$ cat config.mk
export PLATFORM = sky130hd
export DESIGN_NAME = udp_ipv4_ethernet_framer
export DESIGN_NICKNAME = d
export VERILOG_FILES = /design/src/rtl/ufr_pkg.sv /design/src/rtl/udp_ipv4_ethernet_framer.sv /design/src/rtl/ufr_front.sv /design/src/rtl/ufr_fifo.sv /design/src/rtl/ufr_back.sv
export SDC_FILE = /design/constraint.sdc
export NUM_CORES = 1
export LEC_CHECK = 0
export ABC_AREA = 1
export BUFFER_PORTS_ARGS = -buffer_cell sky130_fd_sc_hd__buf_2
export CAP_MARGIN = 20
export CORE_ASPECT_RATIO = 0.8
export CORE_MARGIN = 2
export CORE_UTILIZATION = 40
export CTS_CLUSTER_SIZE = 30
export DETAILED_ROUTE_END_ITERATION = 16
export GPL_ROUTABILITY_DRIVEN = 0
export PLACE_DENSITY_LB_ADDON = 0.08
export SLEW_MARGIN = 20
export SYNTH_ARGS = -nofsm -noshare
export SYNTH_HDL_FRONTEND = slang
export SYNTH_SLANG_ARGS = --single-unit
export TNS_END_PERCENT = 5
$ cat constraint.sdc
create_clock -name clk_i -period 15 [get_ports clk_i]
set_input_delay 2.25 -clock clk_i [delete_from_list [all_inputs] [get_ports clk_i]]
set_output_delay 2.25 -clock clk_i [all_outputs]
set_load 0.02 [all_outputs]
$ cat src/rtl/ufr_pkg.sv
// Shared types, constants and helper functions for the UDP/IPv4/Ethernet framer.
`timescale 1ns / 1ps

package ufr_pkg;

  // Header geometry
  localparam int HDR_BYTES = 42;
  localparam int HDR_IDX_W = 6;

  // Queue between front and back
  localparam int FIFO_DEPTH = 4;
  localparam int FIFO_AW    = 2;

  // IPv4 header checksum: ten 16-bit words summed with room for carries
  localparam int CK_WORDS  = 10;
  localparam int CK_IDX_W  = 4;
  localparam int CK_ACC_W  = 20;

  // Configuration register indexes
  localparam int CFG_IDX_W = 2;
  localparam logic [CFG_IDX_W-1:0] CFG_DEST_MAC   = 2'd0;
  localparam logic [CFG_IDX_W-1:0] CFG_SOURCE_MAC = 2'd1;

  // Fixed header fields
  localparam logic [15:0] ETH_TYPE_IPV4 = 16'h0800;
  localparam logic [7:0]  IP_VER_IHL    = 8'h45;
  localparam logic [7:0]  IP_FLAGS_DF   = 8'h40;
  localparam logic [7:0]  IP_TTL        = 8'h33;
  localparam logic [7:0]  IP_PROTO_UDP  = 8'h11;
  localparam logic [15:0] IP_UDP_HDR_LEN = 16'd28;
  localparam logic [15:0] UDP_HDR_LEN    = 16'd8;

  // One classified word as it waits between front and back
  typedef struct packed {
    logic        is_hdr;   // packet start: header goes out first
    logic        has_pay;  // packet start carries a payload byte
    logic        last;     // payload byte closes the frame
    logic [7:0]  pbyte;
    logic [15:0] ip_len;
    logic [15:0] udp_len;
    logic [31:0] sip;
    logic [31:0] dip;
    logic [15:0] sport;
    logic [15:0] dport;
  } ufr_entry_t;

  // Queue status seen by both sides
  typedef struct packed {
    logic full;
    logic empty;
  } ufr_q_status_t;

  // Return IPv4 header word number idx, checksum word taken as zero
  function automatic logic [15:0] ufr_ck_word(input logic [CK_IDX_W-1:0] idx,
                                              input logic [15:0] ip_len,
                                              input logic [31:0] sip,
                                              input logic [31:0] dip);
    logic [15:0] w;
    begin
      case (idx)
        4'd0:    w = {IP_VER_IHL, 8'h00};
        4'd1:    w = ip_len;
        4'd2:    w = 16'h0000;
        4'd3:    w = {IP_FLAGS_DF, 8'h00};
        4'd4:    w = {IP_TTL, IP_PROTO_UDP};
        4'd5:    w = 16'h0000;
        4'd6:    w = sip[31:16];
        4'd7:    w = sip[15:0];
        4'd8:    w = dip[31:16];
        4'd9:    w = dip[15:0];
        default: w = 16'h0000;
      endcase
      return w;
    end
  endfunction

endpackage

$ cat src/rtl/udp_ipv4_ethernet_framer.sv
// Top level of the UDP/IPv4/Ethernet framer: config registers, front, queue and back.
//
//  channel | direction | handshake                 | payload
//  --------+-----------+---------------------------+----------------------------------------
//  in      | input     | in_valid_i / in_stall_o   | payload_byte, payload_length, ips, ports
//  out     | output    | out_valid_o / out_stall_i | frame_byte, frame_last
//  cfg     | input     | cfg_we_i (no wait)        | cfg_index_i, cfg_wdata_i
//
// Payload words pass at one word per cycle while the output is not stalled. A packet start
// word loads the back-end header sequencer, then emits 42 header bytes plus any payload byte.
// A four-word queue decouples input from output; input stalls only when it is full.
// Reset is asynchronous, active low; no clearing pass is needed after it.
// An output stall holds the output register while the front keeps filling the queue.
`timescale 1ns / 1ps

module udp_ipv4_ethernet_framer
  import ufr_pkg::*;
(
  input  logic                 clk_i,
  input  logic                 rst_ni,
  input  logic                 cfg_we_i,
  input  logic [CFG_IDX_W-1:0] cfg_index_i,
  input  logic [47:0]          cfg_wdata_i,
  input  logic                 in_valid_i,
  output logic                 in_stall_o,
  input  logic [7:0]           payload_byte_i,
  input  logic [15:0]          payload_length_i,
  input  logic [31:0]          source_ip_i,
  input  logic [31:0]          dest_ip_i,
  input  logic [15:0]          source_port_i,
  input  logic [15:0]          dest_port_i,
  output logic                 out_valid_o,
  input  logic                 out_stall_i,
  output logic [7:0]           frame_byte_o,
  output logic                 frame_last_o
);

  logic [47:0]   dest_mac_q, source_mac_q;
  ufr_q_status_t q_status;
  ufr_entry_t    push_entry, head_entry;
  logic          push, pop;

  // Write MAC registers; other indexes drop
  always_ff @(posedge clk_i or negedge rst_ni) begin
    if (!rst_ni) begin
      dest_mac_q   <= 48'd0;
      source_mac_q <= 48'd0;
    end else if (cfg_we_i) begin
      case (cfg_index_i)
        CFG_DEST_MAC:   dest_mac_q   <= cfg_wdata_i;
        CFG_SOURCE_MAC: source_mac_q <= cfg_wdata_i;
        default: ;
      endcase
    end
  end

  ufr_front u_front (
    .clk_i            (clk_i),
    .rst_ni           (rst_ni),
    .in_valid_i       (in_valid_i),
    .in_stall_o       (in_stall_o),
    .payload_byte_i   (payload_byte_i),
    .payload_length_i (payload_length_i),
    .source_ip_i      (source_ip_i),
    .dest_ip_i        (dest_ip_i),
    .source_port_i    (source_port_i),
    .dest_port_i      (dest_port_i),
    .q_status_i       (q_status),
    .push_o           (push),
    .entry_o          (push_entry)
  );

  ufr_fifo u_fifo (
    .clk_i    (clk_i),
    .rst_ni   (rst_ni),
    .push_i   (push),
    .entry_i  (push_entry),
    .pop_i    (pop),
    .head_o   (head_entry),
    .status_o (q_status)
  );

  ufr_back u_back (
    .clk_i        (clk_i),
    .rst_ni       (rst_ni),
    .dest_mac_i   (dest_mac_q),
    .source_mac_i (source_mac_q),
    .q_status_i   (q_status),
    .head_i       (head_entry),
    .pop_o        (pop),
    .out_valid_o  (out_valid_o),
    .out_stall_i  (out_stall_i),
    .frame_byte_o (frame_byte_o),
    .frame_last_o (frame_last_o)
  );

endmodule

$ cat src/rtl/ufr_front.sv
// Front end: accepts input words, tracks packet position and classifies each word.
`timescale 1ns / 1ps

module ufr_front
  import ufr_pkg::*;
(
  input  logic          clk_i,
  input  logic          rst_ni,
  input  logic          in_valid_i,
  output logic          in_stall_o,
  input  logic [7:0]    payload_byte_i,
  input  logic [15:0]   payload_length_i,
  input  logic [31:0]   source_ip_i,
  input  logic [31:0]   dest_ip_i,
  input  logic [15:0]   source_port_i,
  input  logic [15:0]   dest_port_i,
  input  ufr_q_status_t q_status_i,
  output logic          push_o,
  output ufr_entry_t    entry_o
);

  logic [15:0] remaining_q, remaining_d;
  logic        start;

  assign in_stall_o = q_status_i.full;
  assign push_o     = in_valid_i & ~q_status_i.full;
  assign start      = (remaining_q == 16'd0);

  // Classify the word and compute length fields at packet start
  always_comb begin
    entry_o.is_hdr  = start;
    entry_o.has_pay = (payload_length_i != 16'd0);
    entry_o.last    = start ? (payload_length_i == 16'd1) : (remaining_q == 16'd1);
    entry_o.pbyte   = payload_byte_i;
    entry_o.ip_len  = payload_length_i + IP_UDP_HDR_LEN;
    entry_o.udp_len = payload_length_i + UDP_HDR_LEN;
    entry_o.sip     = source_ip_i;
    entry_o.dip     = dest_ip_i;
    entry_o.sport   = source_port_i;
    entry_o.dport   = dest_port_i;
  end

  // Count down payload bytes still owed to the current packet
  always_comb begin
    remaining_d = remaining_q;
    if (push_o) begin
      if (start) begin
        remaining_d = (payload_length_i == 16'd0) ? 16'd0 : payload_length_i - 16'd1;
      end else begin
        remaining_d = remaining_q - 16'd1;
      end
    end
  end

  always_ff @(posedge clk_i or negedge rst_ni) begin
    if (!rst_ni) begin
      remaining_q <= 16'd0;
    end else begin
      remaining_q <= remaining_d;
    end
  end

endmodule

$ cat src/rtl/ufr_fifo.sv
// Short queue of classified words between front and back.
`timescale 1ns / 1ps

module ufr_fifo
  import ufr_pkg::*;
(
  input  logic          clk_i,
  input  logic          rst_ni,
  input  logic          push_i,
  input  ufr_entry_t    entry_i,
  input  logic          pop_i,
  output ufr_entry_t    head_o,
  output ufr_q_status_t status_o
);

  ufr_entry_t           slots_q [FIFO_DEPTH];
  logic [FIFO_AW-1:0]   wr_ptr_q, rd_ptr_q;
  logic [FIFO_AW:0]     count_q;
  logic                 do_push, do_pop;

  assign status_o.full  = (count_q == (FIFO_AW+1)'(FIFO_DEPTH));
  assign status_o.empty = (count_q == '0);
  assign head_o         = slots_q[rd_ptr_q];

  assign do_push = push_i & ~status_o.full;
  assign do_pop  = pop_i & ~status_o.empty;

  // Store payload of pushed words
  always_ff @(posedge clk_i) begin
    if (do_push) begin
      slots_q[wr_ptr_q] <= entry_i;
    end
  end

  // Advance pointers and occupancy
  always_ff @(posedge clk_i or negedge rst_ni) begin
    if (!rst_ni) begin
      wr_ptr_q <= '0;
      rd_ptr_q <= '0;
      count_q  <= '0;
    end else begin
      if (do_push) begin
        wr_ptr_q <= wr_ptr_q + 1'b1;
      end
      if (do_pop) begin
        rd_ptr_q <= rd_ptr_q + 1'b1;
      end
      if (do_push && !do_pop) begin
        count_q <= count_q + 1'b1;
      end else if (do_pop && !do_push) begin
        count_q <= count_q - 1'b1;
      end
    end
  end

endmodule

$ cat src/rtl/ufr_back.sv
// Back end: sequences header bytes, computes the IPv4 checksum and drives the output register.
`timescale 1ns / 1ps

module ufr_back
  import ufr_pkg::*;
(
  input  logic          clk_i,
  input  logic          rst_ni,
  input  logic [47:0]   dest_mac_i,
  input  logic [47:0]   source_mac_i,
  input  ufr_q_status_t q_status_i,
  input  ufr_entry_t    head_i,
  output logic          pop_o,
  output logic          out_valid_o,
  input  logic          out_stall_i,
  output logic [7:0]    frame_byte_o,
  output logic          frame_last_o
);

  typedef enum logic [2:0] {
    ST_IDLE = 3'b001,
    ST_HDR  = 3'b010,
    ST_PAY  = 3'b100
  } back_state_e;

  back_state_e             state_q, state_d;
  ufr_entry_t              cur_q, cur_d;
  logic [HDR_IDX_W-1:0]    idx_q, idx_d;
  logic [CK_IDX_W-1:0]     ck_cnt_q, ck_cnt_d;
  logic [CK_ACC_W-1:0]     acc_q, acc_d;
  logic                    out_valid_q, out_valid_d;
  logic [7:0]              out_byte_q, out_byte_d;
  logic                    out_last_q, out_last_d;

  logic                    advance;
  logic                    emit;
  logic [7:0]              emit_byte;
  logic                    emit_last;
  logic [16:0]             fold1;
  logic [15:0]             fold2;
  logic [15:0]             checksum;
  logic [HDR_BYTES*8-1:0]  hdr_vec;
  logic [HDR_IDX_W-1:0]    sel;

  assign advance = ~out_valid_q | ~out_stall_i;

  // Fold carries back in and complement
  assign fold1    = {1'b0, acc_q[15:0]} + {13'd0, acc_q[CK_ACC_W-1:16]};
  assign fold2    = fold1[15:0] + {15'd0, fold1[16]};
  assign checksum = ~fold2;

  // Whole header in transmit order, first byte at the top
  assign hdr_vec = {dest_mac_i, source_mac_i, ETH_TYPE_IPV4,
                    IP_VER_IHL, 8'h00, cur_q.ip_len, 16'h0000,
                    IP_FLAGS_DF, 8'h00, IP_TTL, IP_PROTO_UDP, checksum,
                    cur_q.sip, cur_q.dip, cur_q.sport, cur_q.dport,
                    cur_q.udp_len, 16'h0000};
  assign sel = HDR_IDX_W'(HDR_BYTES - 1) - idx_q;

  // Sequence header, payload and bypass words
  always_comb begin
    state_d   = state_q;
    cur_d     = cur_q;
    idx_d     = idx_q;
    ck_cnt_d  = ck_cnt_q;
    acc_d     = acc_q;
    pop_o     = 1'b0;
    emit      = 1'b0;
    emit_byte = 8'h00;
    emit_last = 1'b0;

    // Accumulate one checksum word per cycle, independent of output stalls
    if (ck_cnt_q != CK_IDX_W'(CK_WORDS)) begin
      acc_d    = acc_q + {4'd0, ufr_ck_word(ck_cnt_q, cur_q.ip_len, cur_q.sip, cur_q.dip)};
      ck_cnt_d = ck_cnt_q + 1'b1;
    end

    case (state_q)
      ST_IDLE: begin
        if (!q_status_i.empty) begin
          if (head_i.is_hdr) begin
            pop_o    = 1'b1;
            cur_d    = head_i;
            idx_d    = '0;
            acc_d    = '0;
            ck_cnt_d = '0;
            state_d  = ST_HDR;
          end else if (advance) begin
            pop_o     = 1'b1;
            emit      = 1'b1;
            emit_byte = head_i.pbyte;
            emit_last = head_i.last;
          end
        end
      end
      ST_HDR: begin
        if (advance) begin
          emit      = 1'b1;
          emit_byte = hdr_vec[{sel, 3'b000} +: 8];
          if (idx_q == HDR_IDX_W'(HDR_BYTES - 1)) begin
            emit_last = ~cur_q.has_pay;
            idx_d     = '0;
            state_d   = cur_q.has_pay ? ST_PAY : ST_IDLE;
          end else begin
            idx_d = idx_q + 1'b1;
          end
        end
      end
      ST_PAY: begin
        if (advance) begin
          emit      = 1'b1;
          emit_byte = cur_q.pbyte;
          emit_last = cur_q.last;
          state_d   = ST_IDLE;
        end
      end
      default: begin
        state_d = ST_IDLE;
      end
    endcase
  end

  // Load output register when the consumer can take a word
  always_comb begin
    out_valid_d = out_valid_q;
    out_byte_d  = out_byte_q;
    out_last_d  = out_last_q;
    if (advance) begin
      out_valid_d = emit;
      out_byte_d  = emit_byte;
      out_last_d  = emit_last;
    end
  end

  always_ff @(posedge clk_i or negedge rst_ni) begin
    if (!rst_ni) begin
      state_q     <= ST_IDLE;
      idx_q       <= '0;
      ck_cnt_q    <= CK_IDX_W'(CK_WORDS);
      out_valid_q <= 1'b0;
    end else begin
      state_q     <= state_d;
      idx_q       <= idx_d;
      ck_cnt_q    <= ck_cnt_d;
      out_valid_q <= out_valid_d;
    end
  end

  always_ff @(posedge clk_i) begin
    cur_q      <= cur_d;
    acc_q      <= acc_d;
    out_byte_q <= out_byte_d;
    out_last_q <= out_last_d;
  end

  assign out_valid_o  = out_valid_q;
  assign frame_byte_o = out_byte_q;
  assign frame_last_o = out_last_q;

endmodule

Word level (Yosys, flattened, before mapping). Memory sizes are Yosys's and may differ from the RTL's. Index checks and enable logic that the tools add are counted.

Order comparisons: 0. Reductions and logical operators: 18. Div/mod/pow operators: 0. Shift operators: 1. Bitwise logic cells: 10. Equal/unequal tests: 21. Multiply operators: 0. Mux-type cells: 43. Add/sub/neg operators: 14.

Operators by type and width (count): 336-bit by 10-bit indexed part select with 8-bit output (1); 16-bit one-hot mux with 8 select lines (1); 20-bit two-way mux (4); 16-bit two-way mux (3); 16-bit by 1-bit == test with 1-bit output, second input constant (2); 16-bit logical NOT (2); 16-bit by 1-bit subtractor with 16-bit output, second input constant (2); 3-bit two-way mux (8); 6-bit two-way mux (4); 8-bit one-hot mux with 3 select lines (1); 20-bit by 16-bit adder with 20-bit output (1); 16-bit by 4-bit adder with 17-bit output (1); 16-bit by 1-bit adder with 16-bit output (1); 16-bit by 4-bit adder with 16-bit output, second input constant (1); 16-bit by 5-bit adder with 16-bit output, second input constant (1); 4-bit two-way mux (4); 8-bit two-way mux (2); 16-bit inverter (1); 16-bit nonzero test (1); 4-bit by 3-bit == test with 1-bit output, second input constant (3); 1-bit two-way mux (12); 6-bit one-hot mux with 2 select lines (1); 3-bit one-hot mux with 3 select lines (1); 4-bit == test, second input constant (2); other kinds (32) (47).

Bits in registers: 300. Input bits: 175. Bits in read-only memories: 0. Memory bits (writable): 556. Latch bits: 0. Output and inout bits: 11. Word-level logic and storage cells: 130. Memories kept: 1.

Memory list: u_fifo.slots_q (words 4, bits a word 139, read ports 1, clocked after memory_dff 0, wr ports 1, RTL line ufr_fifo.sv:16) `ufr_entry_t slots_q [FIFO_DEPTH];`.

Depth between registers and ports, before layout.
Word-level depth: 10. Gate-level depth with buffers: 26. Depth with buffers taken out: 26.

Hierarchy. Synthesis repeated with hierarchy kept, for this count alone.

Cells, all modules: 3803. Area, all modules: 40013.4 µm².

Modules (own cells, without submodules): ufr_fifo (times used 1, sequential area each 16871.2 µm², area an instance 22545.4 µm², cells each 1683); ufr_back (times used 1, sequential area each 5168.7 µm², area an instance 10553.9 µm², cells each 1216); udp_ipv4_ethernet_framer (times used 1, sequential area each 2402.3 µm², area an instance 3853.7 µm², cells each 424); ufr_front (times used 1, sequential area each 400.4 µm², area an instance 3060.4 µm², cells each 480).

Worst setup path before layout. OpenSTA, ideal clock, no wires.

Path type: input port to flip-flop. From: input in_valid_i. To: memory u_fifo.slots_q[0][0] (netlist name), enable pin. Stages on the path: 5. Required time: 14.364 ns. Arrival time: 8.612 ns. Setup slack: 5.753 ns. Library setup time: 0.636 ns. Buffers on the path: 1. Cell sequence: inv_1 > nor2_1 > clkinv_1 > clkbuf_1 > nor2_1.

Word-level cells in the longest chain between the ends: 4.

RTL lines: start: declaration (RTL line udp_ipv4_ethernet_framer.sv:24) `input logic in_valid_i,`; 1-bit AND (RTL line ufr_front.sv:26) `assign push_o = in_valid_i & ~q_status_i.full;`; 1-bit AND (RTL line ufr_fifo.sv:25) `assign do_push = push_i & ~status_o.full;`; 1-bit two-way mux (RTL line ufr_fifo.sv:30) `if (do_push) begin`; 1-bit two-way mux (implied by the code) (RTL line ufr_fifo.sv:31) `slots_q[wr_ptr_q] <= entry_i;`; end: declaration (RTL line ufr_fifo.sv:16).

Every way passes these cells.

Worst setup path in the final report.
From: input in_valid_i. To: memory u_fifo.slots_q[1][47] (netlist name), enable pin.

Same word-level chain as after synthesis.

==> impl_results.md <==
* Clk_lat worst skew at 0.66 ns
* Mapped Area at 36430 sq um
* Fin crit period at 5.718 ns
* Worst hold path class: reg -> reg
* Total design power at 8.674 mW
* Unrepaired setup endpoints after global routing: no
* Top FF cell, synth: edfxtp_1
* Initial antenna violation count at 6
* H-tree depth at 3
* Filler cell count at 8303
* Synth unique cells at 65
* M1 GR Usage at 0.3269
* Post-layout nets at 3635
* Final setup violating endpoints at 0
* Ports at 186
* Starting DRT DRC Count at 2264
* Crit path max fanout at 55
* Deepest clock path buffer count at 3
* Worst Path Class, Setup: in -> reg
* Most common cell on crit path: buf_4
* IO buf count at 185
* Busiest grt layer: met2
* GRT Total Usage at 0.2203
* Crit-path max cell delay at 0.85 ns
* Mapped Nets at 3491
* Status: completed
* Final Hold Viols at 0
* Die Y at 273.9 microns
* Static leakage power at 15.50 nW
* EDFF count, synth at 693
* DP Wirelength at 67050 microns
* Arrival @ worst endpoint at 5.98 ns
* Sequential share of the synthesized area at 0.6736
* Multi-input logic area at 10350 sq um
* Synth async-reset ratio at 0.1572
* Max-slew violations at 0
* Crit. End Element: flip-flop
* # DRC at 0
* Syn Area/Cell at 11.14 sq um
* Layout Skew at 0.03084 ns
* Post-cts sizing count at 0
* Reg area at 24550 sq um
* Startpoint types: input pin
* Power Density at 209.1 nW/um^2
* Post-Synth Simple-Gate Area at 0.1191
* Clock sinks at 846
* Wire per inst at 22.28 microns
* DRT Wirelength at 104300 microns
* Core Area at 89760 sq um
* #FFs+latches synth at 846
* Die Wd at 341.4 microns
* Die area at 93530 sq um
* Drt via density at 5.442
* TritonCTS Buffers at 89
* Area Overhead vs Synth at 13.88%
* Multiplexer share of the synthesized area at 0.0005838
* Grt ovf at 0
* CTS clk-pin slew, worst paths at 0.06 ns
* Syn Inst Count at 3269
* Period Utilization, post-route at 0.3812
* TritonCTS clock tree: built
* Rel. slew slack at 0.2190
* Maxcap violations at 0
* Area share of fa/ha/maj cells after synthesis at 0.01676
* XOR/XNOR Fraction of Synth Area at 0.01556
* Slowest cell on crit path: nor2_4
* M2 GR Usage at 0.3375
* Final setup TNS at 0 ns
* Final ANT Viol Nets at 0
* Main combinational cell family by area after synthesis: compound AO/OA/AOI/OAI gates
* Drt pass-1 iters at 6
* Commonest non-fill, non-tap cell in the layout: edfxtp_1
* Most frequent cells in the layout: edfxtp_1 (693), o21ai_0 (493), nand2_1 (439)
* Grt met3 use at 0.03806
* Crit path required time at 15.26 ns
* Peak Freq at 174.9 MHz
* Complex-gate fraction of the synthesized area at 0.1309
* Post-CTS Setup Bufs at 0
* Share of cells above drive strength 1 at 0.1184
* Hold_buf cts at 0
* CP cell instances: buf_2 > inv_1 > nor2_1 > buf_4 > clkinv_1 > nor2_4 > buf_4 > buf_4
* Site Rows at 98
* Synth warnings at 0
* Worst-Margin Slew at 1.167 ns
* Maximum VDD drop at 0.1499 mV
* Routed via count at 25490
* Largest net degree at the start of global routing at 156
* Starting density of the core at 0.4059
* Root buffer cell: clkbuf_16
* Number of global-route vias before repair at 24690
* First-pass GRT wire length at 155600 microns
## kinds of logic (layout without fill, tap and decap cells)
group	Yosys count	count (layout)
AND/OR/NAND/NOR	1057	1057
AO/OA/AOI/OAI	853	853
flip-flops	846	846
buffers and inverters	401	613
XOR/XNOR	63	63
adder cells (fa/ha/maj)	47	47
multiplexers	2	2
other	0	2
## area by class of cell
type	instances	area share
clock inverters	46	0.01366
flip-flops and latches	846	0.5918
well taps	1200	0.03619
clock buffers	113	0.05733
diodes	2	0.0001206
inverters	233	0.02129
repair buffers	221	0.03007
multi-input cells	2022	0.2496
## metal layers
layer / part of all wire / vias up
met5: 0.00027 / -
met4: 0.018 / 4
met3: 0.064 / 126
met2: 0.45 / 801
met1: 0.47 / 12660
li1: - / 11900
## cells in the mapped netlist, types with 27 or more instances
cell type | n | area (sq um)
nor2_1 | 435 | 1633
nand2_1 | 440 | 1652
xor2_1 | 51 | 446.7
inv_1 | 219 | 822.0
clkbuf_1 | 136 | 510.5
nand3_1 | 94 | 470.5
edfxtp_1 | 693 | 20810
a21oi_1 | 97 | 485.5
o21ai_0 | 493 | 2467
dfrtp_1 | 130 | 3253
nor3_1 | 27 | 135.1
o22ai_1 | 160 | 1001
ha_1 | 44 | 550.5
## critical path, delay by kind of cell
kind,cells,cell delay (ns)
and+or+nand+nor,2,0.95
buffers and inverters,6,2.62
## registers in the layout (all words and copies together), names as in the netlist, 6 cells and up
signal	count
u_back.acc_q	20
u_back.frame_byte_o	8
source_mac_q	48
dest_mac_q	48
u_back.cur_q	136
u_front.remaining_q	16
u_fifo.slots_q	548
u_back.idx_q	6
## stage by stage
| stage | util | std cells | setup slack, ns | instance area (sq um) | hold slack, ns |
|---|---|---|---|---|---|
| floorplan | - | 3269 | 5.753 | 36430 | 0.4457 |
| global placement | 0.4290 | 4521 | 8.161 | 38510 | 0.4653 |
| detailed placement | 0.4294 | 4522 | 8.573 | 38540 | 0.4690 |
| global route | 0.4622 | 4681 | 9.018 | 41490 | 0.5028 |
| finish | 0.4623 | 4683 | 9.282 | 41490 | 0.4820 |
| CTS | 0.4622 | 4681 | 9.240 | 41490 | 0.4837 |
## worst paths after layout
kind                                         from                    end  slack, ns  cells past startpoint
worst max register to register  u_fifo.count_q[2]  u_fifo.slots_q[1][47]      10.48                      8
worst max-delay path                   in_valid_i  u_fifo.slots_q[1][47]       9.28                      8
min in group asynchronous                  rst_ni       source_mac_q[14]       1.63                      1
worst min register to register      dest_mac_q[4]          dest_mac_q[4]       0.48                      2
worst min-delay path                dest_mac_q[4]          dest_mac_q[4]       0.48                      2
max in group asynchronous                  rst_ni     u_fifo.rd_ptr_q[0]      11.96                      2
## report_power, final
group	total [mW]	internal, mW	leakage [nW]	switching (mW)
clock network	2.23	1.31	1.43	0.916
logic	2.73	0.753	5.88	1.98
registers	3.71	3.36	8.19	0.346
total	8.67	5.43	15.5	3.24
Note: power is estimated with default switching activity, not from simulation.
